**src/design/afs_pkg.sv**
```systemverilog
// Shared types, field widths and codes of the animation frame sequencer.
// Used by every module of the block but afs_alu; depends on nothing.
package afs_pkg;

	// Field widths of the requests, results and registers.
	localparam int FRAME_W  = 20;
	localparam int DELTA_W  = 10;
	localparam int RATE_W   = 16;
	localparam int OP_W     = 3;
	localparam int MODE_W   = 2;
	localparam int RUN_W    = 2;
	localparam int PROD_W   = RATE_W + DELTA_W;
	// Fraction bits of the rate*delta product (Q8.8 times Q2.8).
	localparam int PROD_FRAC = 16;

	// Default parameter values of the top level.
	localparam int DEF_FRAME_BITS = 20;
	localparam int DEF_FRAC_BITS  = 8;

	// Configuration port.
	localparam int ADDR_W = 4;
	localparam int DATA_W = 32;
	localparam logic [1:0] REG_MODE = 2'd0;
	localparam logic [1:0] REG_MAX  = 2'd1;
	localparam logic [1:0] REG_MIN  = 2'd2;
	localparam logic [1:0] REG_RATE = 2'd3;
	localparam logic [RATE_W-1:0] RATE_RESET = 16'd256;

	// Request op codes.
	localparam logic [OP_W-1:0] OP_TICK     = 3'd0;
	localparam logic [OP_W-1:0] OP_PLAY     = 3'd1;
	localparam logic [OP_W-1:0] OP_REQ_STOP = 3'd2;
	localparam logic [OP_W-1:0] OP_STOP     = 3'd3;
	localparam logic [OP_W-1:0] OP_RESTART  = 3'd4;

	// Play modes.
	localparam logic [MODE_W-1:0] MODE_FWD  = 2'd0;
	localparam logic [MODE_W-1:0] MODE_BACK = 2'd1;
	localparam logic [MODE_W-1:0] MODE_LOOP = 2'd2;
	localparam logic [MODE_W-1:0] MODE_ALT  = 2'd3;

	// Run states.
	localparam logic [RUN_W-1:0] RUN_STOPPED  = 2'd0;
	localparam logic [RUN_W-1:0] RUN_PLAYING  = 2'd1;
	localparam logic [RUN_W-1:0] RUN_STOP_REQ = 2'd2;

	typedef struct packed {
		logic [OP_W-1:0]    op;
		logic [DELTA_W-1:0] delta;
	} in_item_t;

	typedef struct packed {
		logic [FRAME_W-1:0] frame;
		logic [RUN_W-1:0]   run_status;
		logic               going_back;
	} out_item_t;

	typedef struct packed {
		logic [MODE_W-1:0]  mode;
		logic [FRAME_W-1:0] max_frame;
		logic [FRAME_W-1:0] min_frame;
		logic [RATE_W-1:0]  rate;
	} cfg_t;

endpackage

```
**src/design/afs_alu.sv**
```systemverilog
// Shared add/subtract unit of the frame sequencer, with borrow and zero flags.
// Depends on nothing.
module afs_alu #(
	parameter int W = 21
) (
	input  logic [W-1:0] a,
	input  logic [W-1:0] b,
	input  logic         sub,
	output logic [W-1:0] res,
	output logic         borrow,
	output logic         zero
);

	logic [W:0] full;

	assign full   = {1'b0, a} + {1'b0, (sub ? ~b : b)} + {{W{1'b0}}, sub};
	assign res    = full[W-1:0];
	// On a subtraction a missing carry means a < b.
	assign borrow = sub & ~full[W];
	assign zero   = (full[W-1:0] == {W{1'b0}});

endmodule

```
**src/design/afs_regs.sv**
```systemverilog
// APB-style configuration registers of the frame sequencer.
// Depends on afs_pkg.
module afs_regs #(
	parameter int FRAME_BITS = afs_pkg::DEF_FRAME_BITS
) (
	input  logic                        clk,
	input  logic                        arst_n,
	input  logic                        psel,
	input  logic                        penable,
	input  logic                        pwrite,
	input  logic [afs_pkg::ADDR_W-1:0]  paddr,
	input  logic [afs_pkg::DATA_W-1:0]  pwdata,
	output logic [afs_pkg::DATA_W-1:0]  prdata,
	output logic                        pready,
	output afs_pkg::cfg_t               cfg
);

	localparam int MW = (FRAME_BITS < afs_pkg::FRAME_W) ? FRAME_BITS : afs_pkg::FRAME_W;
	localparam logic [afs_pkg::FRAME_W-1:0] FMASK =
		{afs_pkg::FRAME_W{1'b1}} >> (afs_pkg::FRAME_W - MW);

	afs_pkg::cfg_t cfg_q;
	logic [1:0]    idx;
	logic          wr;

	assign idx    = paddr[afs_pkg::ADDR_W-1:2];
	assign wr     = psel & penable & pwrite;
	assign pready = 1'b1;
	assign cfg    = cfg_q;

	// Frame bounds are trimmed to the position width when written.
	always_ff @(posedge clk or negedge arst_n) begin
		if (!arst_n) begin
			cfg_q.mode      <= afs_pkg::MODE_FWD;
			cfg_q.max_frame <= '0;
			cfg_q.min_frame <= '0;
			cfg_q.rate      <= afs_pkg::RATE_RESET;
		end else if (wr) begin
			case (idx)
				afs_pkg::REG_MODE: cfg_q.mode <= pwdata[afs_pkg::MODE_W-1:0];
				afs_pkg::REG_MAX:  cfg_q.max_frame <= pwdata[afs_pkg::FRAME_W-1:0] & FMASK;
				afs_pkg::REG_MIN:  cfg_q.min_frame <= pwdata[afs_pkg::FRAME_W-1:0] & FMASK;
				afs_pkg::REG_RATE: cfg_q.rate <= pwdata[afs_pkg::RATE_W-1:0];
				default: ;
			endcase
		end
	end

	always_comb begin
		case (idx)
			afs_pkg::REG_MODE: prdata = afs_pkg::DATA_W'(cfg_q.mode);
			afs_pkg::REG_MAX:  prdata = afs_pkg::DATA_W'(cfg_q.max_frame);
			afs_pkg::REG_MIN:  prdata = afs_pkg::DATA_W'(cfg_q.min_frame);
			afs_pkg::REG_RATE: prdata = afs_pkg::DATA_W'(cfg_q.rate);
			default:           prdata = '0;
		endcase
	end

endmodule

```
**src/design/afs_core.sv**
```systemverilog
// Sequencer and datapath of the frame sequencer: one request at a time,
// all sums, compares and the wrap remainder go through one afs_alu.
// Depends on afs_pkg and afs_alu.
module afs_core #(
	parameter int FRAME_BITS = afs_pkg::DEF_FRAME_BITS,
	parameter int FRAC_BITS  = afs_pkg::DEF_FRAC_BITS
) (
	input  logic               clk,
	input  logic               arst_n,
	input  logic               start,
	input  afs_pkg::in_item_t  item,
	input  afs_pkg::cfg_t      cfg,
	input  logic               slot_free,
	output logic               busy,
	output logic               done,
	output afs_pkg::out_item_t result
);

	localparam int PW     = (FRAME_BITS < afs_pkg::FRAME_W) ? FRAME_BITS : afs_pkg::FRAME_W;
	localparam int SHIFT  = afs_pkg::PROD_FRAC - FRAC_BITS;
	localparam int STEP_W = afs_pkg::PROD_W - SHIFT;
	localparam int SUM_W  = ((PW > STEP_W) ? PW : STEP_W) + 1;
	localparam int CNT_W  = $clog2(SUM_W);

	localparam logic [2:0] ST_IDLE   = 3'd0;
	localparam logic [2:0] ST_MUL    = 3'd1;
	localparam logic [2:0] ST_FIRST  = 3'd2;
	localparam logic [2:0] ST_CMP    = 3'd3;
	localparam logic [2:0] ST_SPAN   = 3'd4;
	localparam logic [2:0] ST_DIV    = 3'd5;
	localparam logic [2:0] ST_ADDMIN = 3'd6;
	localparam logic [2:0] ST_DONE   = 3'd7;

	logic [2:0]                   state_q;
	logic [PW-1:0]                pos_q;
	logic [afs_pkg::RUN_W-1:0]    run_q;
	logic                         rev_q;
	logic                         down_q;
	logic [afs_pkg::DELTA_W-1:0]  delta_q;
	logic [STEP_W-1:0]            step_q;
	logic [SUM_W-1:0]             acc_q;
	logic [SUM_W-1:0]             rem_q;
	logic [SUM_W-1:0]             dvd_q;
	logic [PW-1:0]                span_q;
	logic [CNT_W-1:0]             cnt_q;

	logic [PW-1:0]                max_p;
	logic [PW-1:0]                min_p;
	logic [SUM_W-1:0]             max_x;
	logic [SUM_W-1:0]             min_x;
	logic [SUM_W-1:0]             pos_x;
	logic [SUM_W-1:0]             step_x;
	logic [SUM_W-1:0]             span_x;
	logic [SUM_W-1:0]             rem_sh;
	logic [afs_pkg::PROD_W-1:0]   prod;
	logic [afs_pkg::FRAME_W+PW-1:0] frame_wide;

	logic [SUM_W-1:0] alu_a;
	logic [SUM_W-1:0] alu_b;
	logic             alu_sub;
	logic [SUM_W-1:0] alu_res;
	logic             alu_borrow;
	logic             alu_zero;

	// Bound registers hold values already trimmed to the position width.
	assign max_p  = cfg.max_frame[PW-1:0];
	assign min_p  = cfg.min_frame[PW-1:0];
	assign max_x  = {{(SUM_W-PW){1'b0}}, max_p};
	assign min_x  = {{(SUM_W-PW){1'b0}}, min_p};
	assign pos_x  = {{(SUM_W-PW){1'b0}}, pos_q};
	assign span_x = {{(SUM_W-PW){1'b0}}, span_q};
	assign step_x = {{(SUM_W-STEP_W){1'b0}}, step_q};
	assign rem_sh = {rem_q[SUM_W-2:0], dvd_q[SUM_W-1]};
	assign prod   = cfg.rate * delta_q;

	always_comb begin
		alu_a   = '0;
		alu_b   = '0;
		alu_sub = 1'b0;
		case (state_q)
			ST_FIRST: begin
				alu_a   = pos_x;
				alu_b   = step_x;
				alu_sub = down_q;
			end
			ST_CMP: begin
				alu_sub = 1'b1;
				if (down_q) begin
					alu_a = min_x;
					alu_b = acc_q;
				end else begin
					alu_a = acc_q;
					alu_b = max_x;
				end
			end
			ST_SPAN: begin
				alu_a   = max_x;
				alu_b   = min_x;
				alu_sub = 1'b1;
			end
			ST_DIV: begin
				alu_a   = rem_sh;
				alu_b   = span_x;
				alu_sub = 1'b1;
			end
			ST_ADDMIN: begin
				alu_a = min_x;
				alu_b = rem_q;
			end
			default: ;
		endcase
	end

	afs_alu #(.W(SUM_W)) u_alu (
		.a      (alu_a),
		.b      (alu_b),
		.sub    (alu_sub),
		.res    (alu_res),
		.borrow (alu_borrow),
		.zero   (alu_zero)
	);

	always_ff @(posedge clk or negedge arst_n) begin
		if (!arst_n) begin
			state_q <= ST_IDLE;
			pos_q   <= '0;
			run_q   <= afs_pkg::RUN_STOPPED;
			rev_q   <= 1'b0;
			down_q  <= 1'b0;
			delta_q <= '0;
			step_q  <= '0;
			acc_q   <= '0;
			rem_q   <= '0;
			dvd_q   <= '0;
			span_q  <= '0;
			cnt_q   <= '0;
		end else begin
			case (state_q)
				ST_IDLE: begin
					if (start) begin
						delta_q <= item.delta;
						state_q <= ST_DONE;
						case (item.op)
							afs_pkg::OP_TICK: begin
								if (run_q == afs_pkg::RUN_PLAYING) begin
									state_q <= ST_MUL;
								end else if (run_q == afs_pkg::RUN_STOP_REQ) begin
									run_q <= afs_pkg::RUN_STOPPED;
								end
							end
							afs_pkg::OP_PLAY: run_q <= afs_pkg::RUN_PLAYING;
							afs_pkg::OP_REQ_STOP: begin
								if (run_q == afs_pkg::RUN_PLAYING) begin
									run_q <= afs_pkg::RUN_STOP_REQ;
								end
							end
							afs_pkg::OP_STOP: run_q <= afs_pkg::RUN_STOPPED;
							afs_pkg::OP_RESTART: begin
								pos_q <= (cfg.mode == afs_pkg::MODE_BACK) ? max_p : min_p;
							end
							default: ;
						endcase
					end
				end
				ST_MUL: begin
					step_q  <= prod[afs_pkg::PROD_W-1:SHIFT];
					down_q  <= (cfg.mode == afs_pkg::MODE_BACK) ||
						((cfg.mode == afs_pkg::MODE_ALT) && rev_q);
					state_q <= ST_FIRST;
				end
				ST_FIRST: begin
					// A step that reaches or passes zero lands on min.
					if (down_q && (alu_borrow || alu_zero)) begin
						pos_q   <= min_p;
						state_q <= ST_DONE;
						if (cfg.mode == afs_pkg::MODE_BACK) begin
							run_q <= afs_pkg::RUN_STOPPED;
						end else begin
							rev_q <= 1'b0;
						end
					end else begin
						acc_q   <= alu_res;
						state_q <= ST_CMP;
					end
				end
				ST_CMP: begin
					state_q <= ST_DONE;
					if (down_q) begin
						if (!alu_borrow) begin
							pos_q <= min_p;
							if (cfg.mode == afs_pkg::MODE_BACK) begin
								run_q <= afs_pkg::RUN_STOPPED;
							end else begin
								rev_q <= 1'b0;
							end
						end else begin
							pos_q <= acc_q[PW-1:0];
						end
					end else if (alu_borrow) begin
						pos_q <= acc_q[PW-1:0];
					end else begin
						case (cfg.mode)
							afs_pkg::MODE_FWD: begin
								pos_q <= max_p;
								run_q <= afs_pkg::RUN_STOPPED;
							end
							afs_pkg::MODE_ALT: begin
								pos_q <= max_p;
								rev_q <= 1'b1;
							end
							afs_pkg::MODE_LOOP: begin
								dvd_q   <= alu_res;
								state_q <= ST_SPAN;
							end
							default: ;
						endcase
					end
				end
				ST_SPAN: begin
					// An empty or inverted range snaps the loop to min.
					if (alu_borrow || alu_zero) begin
						pos_q   <= min_p;
						state_q <= ST_DONE;
					end else begin
						span_q  <= alu_res[PW-1:0];
						rem_q   <= '0;
						cnt_q   <= CNT_W'(SUM_W - 1);
						state_q <= ST_DIV;
					end
				end
				ST_DIV: begin
					// Restoring division, one dividend bit per cycle; only the
					// remainder of the overshoot past max is kept.
					rem_q <= alu_borrow ? rem_sh : alu_res;
					dvd_q <= {dvd_q[SUM_W-2:0], 1'b0};
					if (cnt_q == '0) begin
						state_q <= ST_ADDMIN;
					end else begin
						cnt_q <= cnt_q - 1'b1;
					end
				end
				ST_ADDMIN: begin
					pos_q   <= alu_res[PW-1:0];
					state_q <= ST_DONE;
				end
				ST_DONE: begin
					if (slot_free) begin
						state_q <= ST_IDLE;
					end
				end
				default: state_q <= ST_IDLE;
			endcase
		end
	end

	assign busy = (state_q != ST_IDLE);
	assign done = (state_q == ST_DONE) && slot_free;

	assign frame_wide        = {{afs_pkg::FRAME_W{1'b0}}, pos_q};
	assign result.frame      = frame_wide[afs_pkg::FRAME_W-1:0];
	assign result.run_status = run_q;
	assign result.going_back = rev_q;

endmodule

```
**src/design/animation_frame_sequencer.sv**
```systemverilog
// Top level of the animation frame sequencer: request and result channels,
// result register and configuration port. Depends on afs_pkg, afs_regs, afs_core.
//
// Usage: each request on the in channel (in_valid, in_stall, in_data) carries an op (tick,
// play, request stop, stop now, restart) and a delta for ticks. Every request yields exactly
// one result on the out channel (out_valid, out_stall, out_data) with the frame position,
// run status and alternate direction after the request. A request is taken when valid is
// high and stall is low. The block works on one request at a time and raises in_stall while busy.
// Steps per request: play, stop, restart and ticks while not playing go straight to the
// result; a playing tick takes the rate*delta step, then adds or subtracts it, and unless a
// downward step reaches or passes zero compares the sum with the bound; a loop-mode tick
// that reaches max then takes the span max - min, snaps to min if max is not above min,
// and else runs the remainder loop over SUM_W bits, one bit per cycle through the single
// shared adder, and adds min; SUM_W is the width of the position sum.
// A new request is taken in the cycle after the result is registered.
// The result sits in an output register; if the receiver stalls, the block finishes its
// work and then waits until that register is free.
// Reset clears position, run state and direction, sets mode to forward, both bounds to
// zero and the rate to 1.0. The user must write registers over the APB port only while no
// request is in flight; the block itself does not enforce it.
module animation_frame_sequencer #(
	parameter int FRAME_BITS = afs_pkg::DEF_FRAME_BITS,
	parameter int FRAC_BITS  = afs_pkg::DEF_FRAC_BITS
) (
	input  logic                        clk,
	input  logic                        arst_n,
	input  logic                        in_valid,
	output logic                        in_stall,
	input  afs_pkg::in_item_t           in_data,
	output logic                        out_valid,
	input  logic                        out_stall,
	output afs_pkg::out_item_t          out_data,
	input  logic                        psel,
	input  logic                        penable,
	input  logic                        pwrite,
	input  logic [afs_pkg::ADDR_W-1:0]  paddr,
	input  logic [afs_pkg::DATA_W-1:0]  pwdata,
	output logic [afs_pkg::DATA_W-1:0]  prdata,
	output logic                        pready
);

	afs_pkg::cfg_t      cfg;
	afs_pkg::out_item_t result;
	afs_pkg::out_item_t out_data_q;
	logic               out_valid_q;
	logic               busy;
	logic               done;
	logic               start;
	logic               slot_free;

	// The core may hand over a result when the output register is empty or
	// is being emptied in this cycle.
	assign slot_free = !out_valid_q || !out_stall;
	assign in_stall  = busy;
	assign start     = in_valid && !busy;

	afs_regs #(.FRAME_BITS(FRAME_BITS)) u_regs (
		.clk     (clk),
		.arst_n  (arst_n),
		.psel    (psel),
		.penable (penable),
		.pwrite  (pwrite),
		.paddr   (paddr),
		.pwdata  (pwdata),
		.prdata  (prdata),
		.pready  (pready),
		.cfg     (cfg)
	);

	afs_core #(
		.FRAME_BITS (FRAME_BITS),
		.FRAC_BITS  (FRAC_BITS)
	) u_core (
		.clk       (clk),
		.arst_n    (arst_n),
		.start     (start),
		.item      (in_data),
		.cfg       (cfg),
		.slot_free (slot_free),
		.busy      (busy),
		.done      (done),
		.result    (result)
	);

	// Output register: loaded when the core finishes, cleared once taken.
	always_ff @(posedge clk or negedge arst_n) begin
		if (!arst_n) begin
			out_valid_q <= 1'b0;
		end else if (done) begin
			out_valid_q <= 1'b1;
		end else if (!out_stall) begin
			out_valid_q <= 1'b0;
		end
	end

	always_ff @(posedge clk) begin
		if (done) begin
			out_data_q <= result;
		end
	end

	assign out_valid = out_valid_q;
	assign out_data  = out_data_q;

endmodule

```
**config.mk**
```make
export PLATFORM = sky130hd
export DESIGN_NAME = animation_frame_sequencer
export DESIGN_NICKNAME = d
export VERILOG_FILES = /design/src/design/afs_pkg.sv /design/src/design/afs_alu.sv /design/src/design/afs_regs.sv /design/src/design/afs_core.sv /design/src/design/animation_frame_sequencer.sv
export SDC_FILE = /design/constraint.sdc
export NUM_CORES = 1
export LEC_CHECK = 0
export ABC_AREA = 1
export BUFFER_PORTS_ARGS = -buffer_cell sky130_fd_sc_hd__buf_2
export CAP_MARGIN = 20
export CORE_MARGIN = 4
export CORE_UTILIZATION = 40
export DETAILED_ROUTE_END_ITERATION = 7
export PLACE_DENSITY_LB_ADDON = 0.15
export SLEW_MARGIN = 15
export SYNTH_ARGS = -nofsm -noshare
export SYNTH_HDL_FRONTEND = slang
export SYNTH_SLANG_ARGS = --single-unit
```
**constraint.sdc**
```tcl
create_clock -name clk -period 5 [get_ports clk]
set_input_delay 0.5 -clock clk [delete_from_list [all_inputs] [get_ports clk]]
set_output_delay 0.5 -clock clk [all_outputs]
set_load 0.005 [all_outputs]
```
Word level (Yosys, flattened, before mapping)

Cells that the tools add are included.

Bits in registers: 225
Bits of input ports: 56
Output and inout bits: 58
Word-level logic and storage cells: 166

$add $sub $neg: 3
$mul: 1
Equality and inequality tests: 38
Mux-type cells: 59
Bitwise operators: 7
Reductions and logical operators: 38

Operators with widths:

| operator                                       | number |
|---|---|
| case mux 21 bit (5 select lines)               | 2 |
| 2-to-1 mux 20 bit                              | 9 |
| 2-to-1 mux 21 bit                              | 8 |
| case mux 32 bit (4 select lines)               | 1 |
| case mux 20 bit (5 select lines)               | 1 |
| case mux 21 bit (2 select lines)               | 2 |
| multiplier 16 x 10 -> 26 bit                   | 1 |
| 2-to-1 mux 2 bit                               | 12 |
| 2-to-1 mux 3 bit                               | 8 |
| case mux 3 bit (8 select lines)                | 1 |
| adder 21 x 21 -> 22 bit                        | 1 |
| adder 22 x 1 -> 22 bit                         | 1 |
| logical NOT 21 bit                             | 1 |
| inverter 21 bit                                | 1 |
| AND reduction 2 bit                            | 8 |
| == test 3 bit (second input constant)          | 5 |
| == test 3 x 2 -> 1 bit (second input constant) | 4 |
| != test 2 x 1 -> 1 bit (second input constant) | 6 |
| != test 2 bit (second input constant)          | 6 |
| == test 2 bit (second input constant)          | 5 |
| 2-to-1 mux 5 bit                               | 2 |
| case mux 5 bit (2 select lines)                | 1 |
| != test 3 x 2 -> 1 bit (second input constant) | 3 |
| AND reduction 9 bit                            | 1 |
| other kinds (27)                               | 56 |

Depth between registers and ports, before layout

Depth in word-level cells: 12
Depth in mapped cells: 31
Mapped depth without buffers: 30

Hierarchy

From an unflattened synthesis, not the netlist that was laid out.

Cells, all modules: 2613
Area total of the unflattened synthesis: 18983.2 sq um

By module, submodules not included:

| module                    | instances | cells an instance | area an instance (sq um) | sequential area each (sq um) |
|---|---|---|---|---|
| afs_core                  | 1         | 1905              | 13787.0                  | 3578.4 |
| afs_regs                  | 1         | 362               | 2800.2                   | 1452.6 |
| afs_alu                   | 1         | 317               | 1656.6                   | 0.0 |
| animation_frame_sequencer | 1         | 29                | 739.5                    | 715.7 |

Least setup slack after synthesis

OpenSTA, ideal clock, no wires.

Path type: flip-flop to flip-flop
Start point: register u_core.delta_q[1] (netlist bit)
End point: register u_core.step_q[11]
Library setup time: 118 ps
Data arrival time: 5105 ps
Data required time: 4882 ps
Slack: -223 ps
Cell stages (with the launch flop): 23
Buffers on the path: 2
Clock period less this slack: 5223 ps
Path through: dfrtp_1 > clkbuf_1 > clkbuf_1 > nand2_1 > fa_1 > inv_1 > fa_1 > inv_1 > fa_1 > inv_1 > fa_1 > fa_1 > ha_1 > a21oi_1 > inv_1 > a21oi_1 > o21ai_0 > a21oi_1 > o21ai_0 > a21o_1 > or2_2 > nand3_1 > nand2_1

Cells in the longest elaborated chain, start to end: 1

Ends and longest elaborated chain:

| what                         | RTL line        | text |
|---|---|---|
| start: declaration           | afs_core.sv:39  | `logic [afs_pkg::DELTA_W-1:0] delta_q;` |
| start signal: assignment     | afs_core.sv:141 | `delta_q <= item.delta;` |
| multiplier 16 x 10 -> 26 bit | afs_core.sv:74  | `assign prod = cfg.rate * delta_q;` |
| end signal: assignment       | afs_core.sv:166 | `step_q <= prod[afs_pkg::PROD_W-1:SHIFT];` |
| end: declaration             | afs_core.sv:40  | `logic [STEP_W-1:0] step_q;` |

No other way between the ends.
A chain may end at the register's enable or synchronous reset.

Worst setup path after layout

Start point: register u_core.delta_q[4] (netlist bit)
End point: register u_core.step_q[14]

Same word-level chain as after synthesis.

==> results.tsv <==
metric	value	unit
final_hold_viol_count	9	
start_util	40.4	%
finalSetupViolations	0	
failed_checks	negative hold slack	
flip_flop_and_latch_count_after_synthesis	225	
worst_skew_pair.late_latency	0.56	ns
post_synth_and_or_nand_nor_area_fraction	20.7	%
fp-row-count	78	
synth.area.mux_share	1.48	%
hold_path_class	in2async	
detail_route.iter0.violations	1514	
detailedRoute.firstPassIterationCount	6	
cap_violations	0	
path_max_fanout	7	
number_of_antenna_violations_at_the_first_check_in_global_routing	0	
average_instance_area_after_synthesis	7.68	sq um
routabilityCongestion	0.906	
setup_total_negative_slack	0	ns
grt_first_pass_wirelength	101000	um
n_antenna_cell	0	
die_area	49200	sq um
synth_warnings	0	
r2r.worst_path.cells	22	
detail_route.wl_per_cell	20.0	um
io_pins	114	
period_minus_slack	4.99	ns
final_nets	2822	
layout.cells.non_filler	3190	
critPathCaptureType	flip-flop	
commonest_non_fill_non_tap_cell_in_the_layout	sky130_fd_sc_hd__nand2_1	
synth_top_family_by_area	simple AND/OR/NAND/NOR gates	
worst_reg2reg_endpoint	u_core.step_q[14]$_DFFE_PN0P_	
outcome	finished with violations	
synthXorXnorAreaFrac	1.48	%
cts-buffers-inserted	27	
fraction_of_final_layout_cells_with_drive_strength_greater_than_1	18.1	%
cts_tree	built	
synth.cell_area	18300	sq um
synthArstFlopShare	89.8	%
drc_errors	0	
drtAntennaViolNets	0	
rsz0062_at_grt	true	
required_time_of_the_critical_path	5.44	ns
groute.usage.overall	25.5	%
report.final.slew_viol_count	0	
area_delta_synth_final	20.0	%
input_output_buffers	86	
maxSlewHeadroom	38.3	%
clock_tree.htree_level_count	1	
worst_setup_path_start_kind	flip-flop	
placed_cells	3116	
number_of_vias_after_detailed_routing	17500	
post_synth_num_cell_types	54	
ratio_of_final_minimum_period_to_clock_period	99.7	%
grt_max_degree	109	
clock_tree.buffer_depth	3	
layout_common_cells	631 x sky130_fd_sc_hd__nand2_1, 335 x sky130_fd_sc_hd__inv_1, 185 x sky130_fd_sc_hd__dfrtp_1, 173 x sky130_fd_sc_hd__o21ai_0, 173 x sky130_fd_sc_hd__buf_4	
timing_worst_slew_pin_value	0.925	ns
postSynth.topFlopCell	sky130_fd_sc_hd__dfrtp_1	
timing.clock.skew	0.0185	ns
critPathArrivalTime	5.42	ns
synth_adder_area_share	17.8	%
fin_area	22000	sq um
chipHeight	222	um
timing.reg2reg.setup_slack	0.01	ns
fmax	201	MHz
worst_slack	0.0144	ns
gr-total-overflow	0	
clock_pin_slew_reported_for_the_worst_setup_and_hold_paths_after_clock_tree_synthesis	0.06	ns
synth-compound-area-share	16.5	%
number_of_global_route_vias_before_repair	17600	
clkSinkCount	225	
synth.yosys.seq_area_share	31.4	%
fin_hold_ws	-0.0372	ns
vias_per_cell	5.48	
placedInstanceArea	20400	sq um
post_synth_inst_count	2383	
dpl.hpwl	48900	um
critical_path_class	reg2reg	
routed_wl	63900	um
fp.coreArea	45300	sq um
r2r_start	u_core.delta_q[4]$_DFFE_PN0P_	
number_of_enable_flip_flop_cells_after_synthesis	23	
root_buffer	sky130_fd_sc_hd__clkbuf_16	
place_ws	-0.310	ns
die-width	222	um
==> through the flow <==
stage,hold slack (ns),utilization (%)
floorplan,0.204,-
global placement,0.465,45.0
detailed placement,0.470,45.0
CTS,0.0106,47.6
global route,0.0432,48.5
finish,-0.0372,48.5
==> per-layer routing <==
metal  routed length, um  share of wire (%)  up-vias  track usage [%]
met1               28400                 44     8577             35.2
li1                    -                  -     8141                -
met4                2600                4.1        0             8.80
met5                   0                  0        -                0
met2               29400                 46      615             41.1
met3                3560                5.6      133             3.81
==> how the worst max path moves through the flow <==
stage	startpoint	endpoint	slack, ns	depth (start not counted)
2_1_floorplan	u_core.delta_q[1]$_DFFE_PN0P_	u_core.step_q[11]$_DFFE_PN0P_	0.005	22
3_3_place_gp	u_core.delta_q[3]$_DFFE_PN0P_	u_core.step_q[14]$_DFFE_PN0P_	-0.25	22
3_5_place_dp	u_core.delta_q[3]$_DFFE_PN0P_	u_core.step_q[14]$_DFFE_PN0P_	-0.31	22
4_1_cts	u_regs.cfg[8]$_DFFE_PN1P_	u_core.step_q[11]$_DFFE_PN0P_	-0.02	21
5_1_grt	u_core.delta_q[1]$_DFFE_PN0P_	u_core.step_q[14]$_DFFE_PN0P_	-0.18	22
6_report	u_core.delta_q[4]$_DFFE_PN0P_	u_core.step_q[14]$_DFFE_PN0P_	0.01	22
==> worst max-delay path, stage by stage (launching register included) <==
cell and delay, ns:
sky130_fd_sc_hd__dfrtp_2 0.49, sky130_fd_sc_hd__nand2_1 0.09, sky130_fd_sc_hd__inv_1 0.05, sky130_fd_sc_hd__fa_1 0.52, sky130_fd_sc_hd__inv_1 0.06, sky130_fd_sc_hd__fa_1 0.50, sky130_fd_sc_hd__fa_1 0.57, sky130_fd_sc_hd__inv_1 0.06
sky130_fd_sc_hd__fa_1 0.46, sky130_fd_sc_hd__fa_2 0.57, sky130_fd_sc_hd__ha_4 0.21, sky130_fd_sc_hd__nand2_2 0.10, sky130_fd_sc_hd__nor2_4 0.05, sky130_fd_sc_hd__buf_4 0.13, sky130_fd_sc_hd__a21oi_2 0.17, sky130_fd_sc_hd__o21ai_4 0.10
sky130_fd_sc_hd__a21oi_4 0.15, sky130_fd_sc_hd__o21ai_2 0.09, sky130_fd_sc_hd__nand2_1 0.08, sky130_fd_sc_hd__nand2_1 0.06, sky130_fd_sc_hd__or2_4 0.23, sky130_fd_sc_hd__nand3_2 0.05, sky130_fd_sc_hd__nand2_1 0.05
==> timing repair <==
item,CTS,global route
pin swaps,26,15
resized for setup,54,61
hold buffers,0,0
cloned,0,2
setup buffers,11,14
endpoints found under the setup margin,14,75
==> registers in the layout, summed over array words and instances, names as in the netlist <==
signal and count:
u_regs.cfg 58, out_data 23, u_core.acc_q 21, u_core.dvd_q 21, u_core.rem_q 21, u_core.pos_q 20
u_core.span_q 20, u_core.step_q 18, u_core.delta_q 10, u_core.cnt_q 5, u_core.state_q 3, u_core.run_q 2
out_valid 1, u_core.down_q 1, u_core.rev_q 1
==> final cells by class <==
class | count | area (sq um)
clock buffers | 35 | 706
fillers | 4493 | 23300
well taps | 600 | 751
inverters | 349 | 1310
repair buffers | 282 | 2130
flip-flops and latches | 225 | 5770
clock inverters | 13 | 214
multi-input cells | 1686 | 11100
==> logic make-up after synthesis <==
family,after synthesis
buffers and inverters,485
and+or+nand+nor,923
adders and majority gates,195
muxes,24
other,2
AOI/OAI and AO/OA,498
DFF,225
xor gates and xnor gates,31
==> cell usage after synthesis, types with 4 or more instances <==
master	number	area, sq um
sky130_fd_sc_hd__or2_2	7	43.8
sky130_fd_sc_hd__a31oi_1	6	37.5
sky130_fd_sc_hd__ha_1	85	1060
sky130_fd_sc_hd__o311ai_0	7	61.3
sky130_fd_sc_hd__a22oi_1	32	240
sky130_fd_sc_hd__o211ai_1	24	180
sky130_fd_sc_hd__buf_6	5	56.3
sky130_fd_sc_hd__buf_1	6	22.5
sky130_fd_sc_hd__nand2_2	9	56.3
sky130_fd_sc_hd__inv_2	4	15.0
sky130_fd_sc_hd__o22ai_1	30	188
sky130_fd_sc_hd__nor3_1	11	55.1
sky130_fd_sc_hd__o2111ai_1	45	394
sky130_fd_sc_hd__nand3_1	78	390
sky130_fd_sc_hd__o21a_1	4	30.0
sky130_fd_sc_hd__nand3b_1	7	52.6
sky130_fd_sc_hd__dfrtp_1	201	5030
sky130_fd_sc_hd__buf_2	13	65.1
sky130_fd_sc_hd__xor2_1	24	210
sky130_fd_sc_hd__o21ai_0	183	916
sky130_fd_sc_hd__fa_1	110	2200
sky130_fd_sc_hd__mux2_2	24	270
sky130_fd_sc_hd__o221ai_1	14	123
sky130_fd_sc_hd__a221oi_1	6	52.6
sky130_fd_sc_hd__nor2_1	133	499
sky130_fd_sc_hd__edfxtp_1	23	691
sky130_fd_sc_hd__nand2_1	642	2410
sky130_fd_sc_hd__nand4_1	22	138
sky130_fd_sc_hd__inv_1	344	1290
sky130_fd_sc_hd__xnor2_1	7	61.3
sky130_fd_sc_hd__buf_4	17	128
sky130_fd_sc_hd__a21oi_1	109	546
sky130_fd_sc_hd__o21ai_1	22	110
sky130_fd_sc_hd__clkbuf_1	95	357
Power is not shown: default switching activity piles up to over one toggle a cycle in this logic, so the estimate is an artifact.
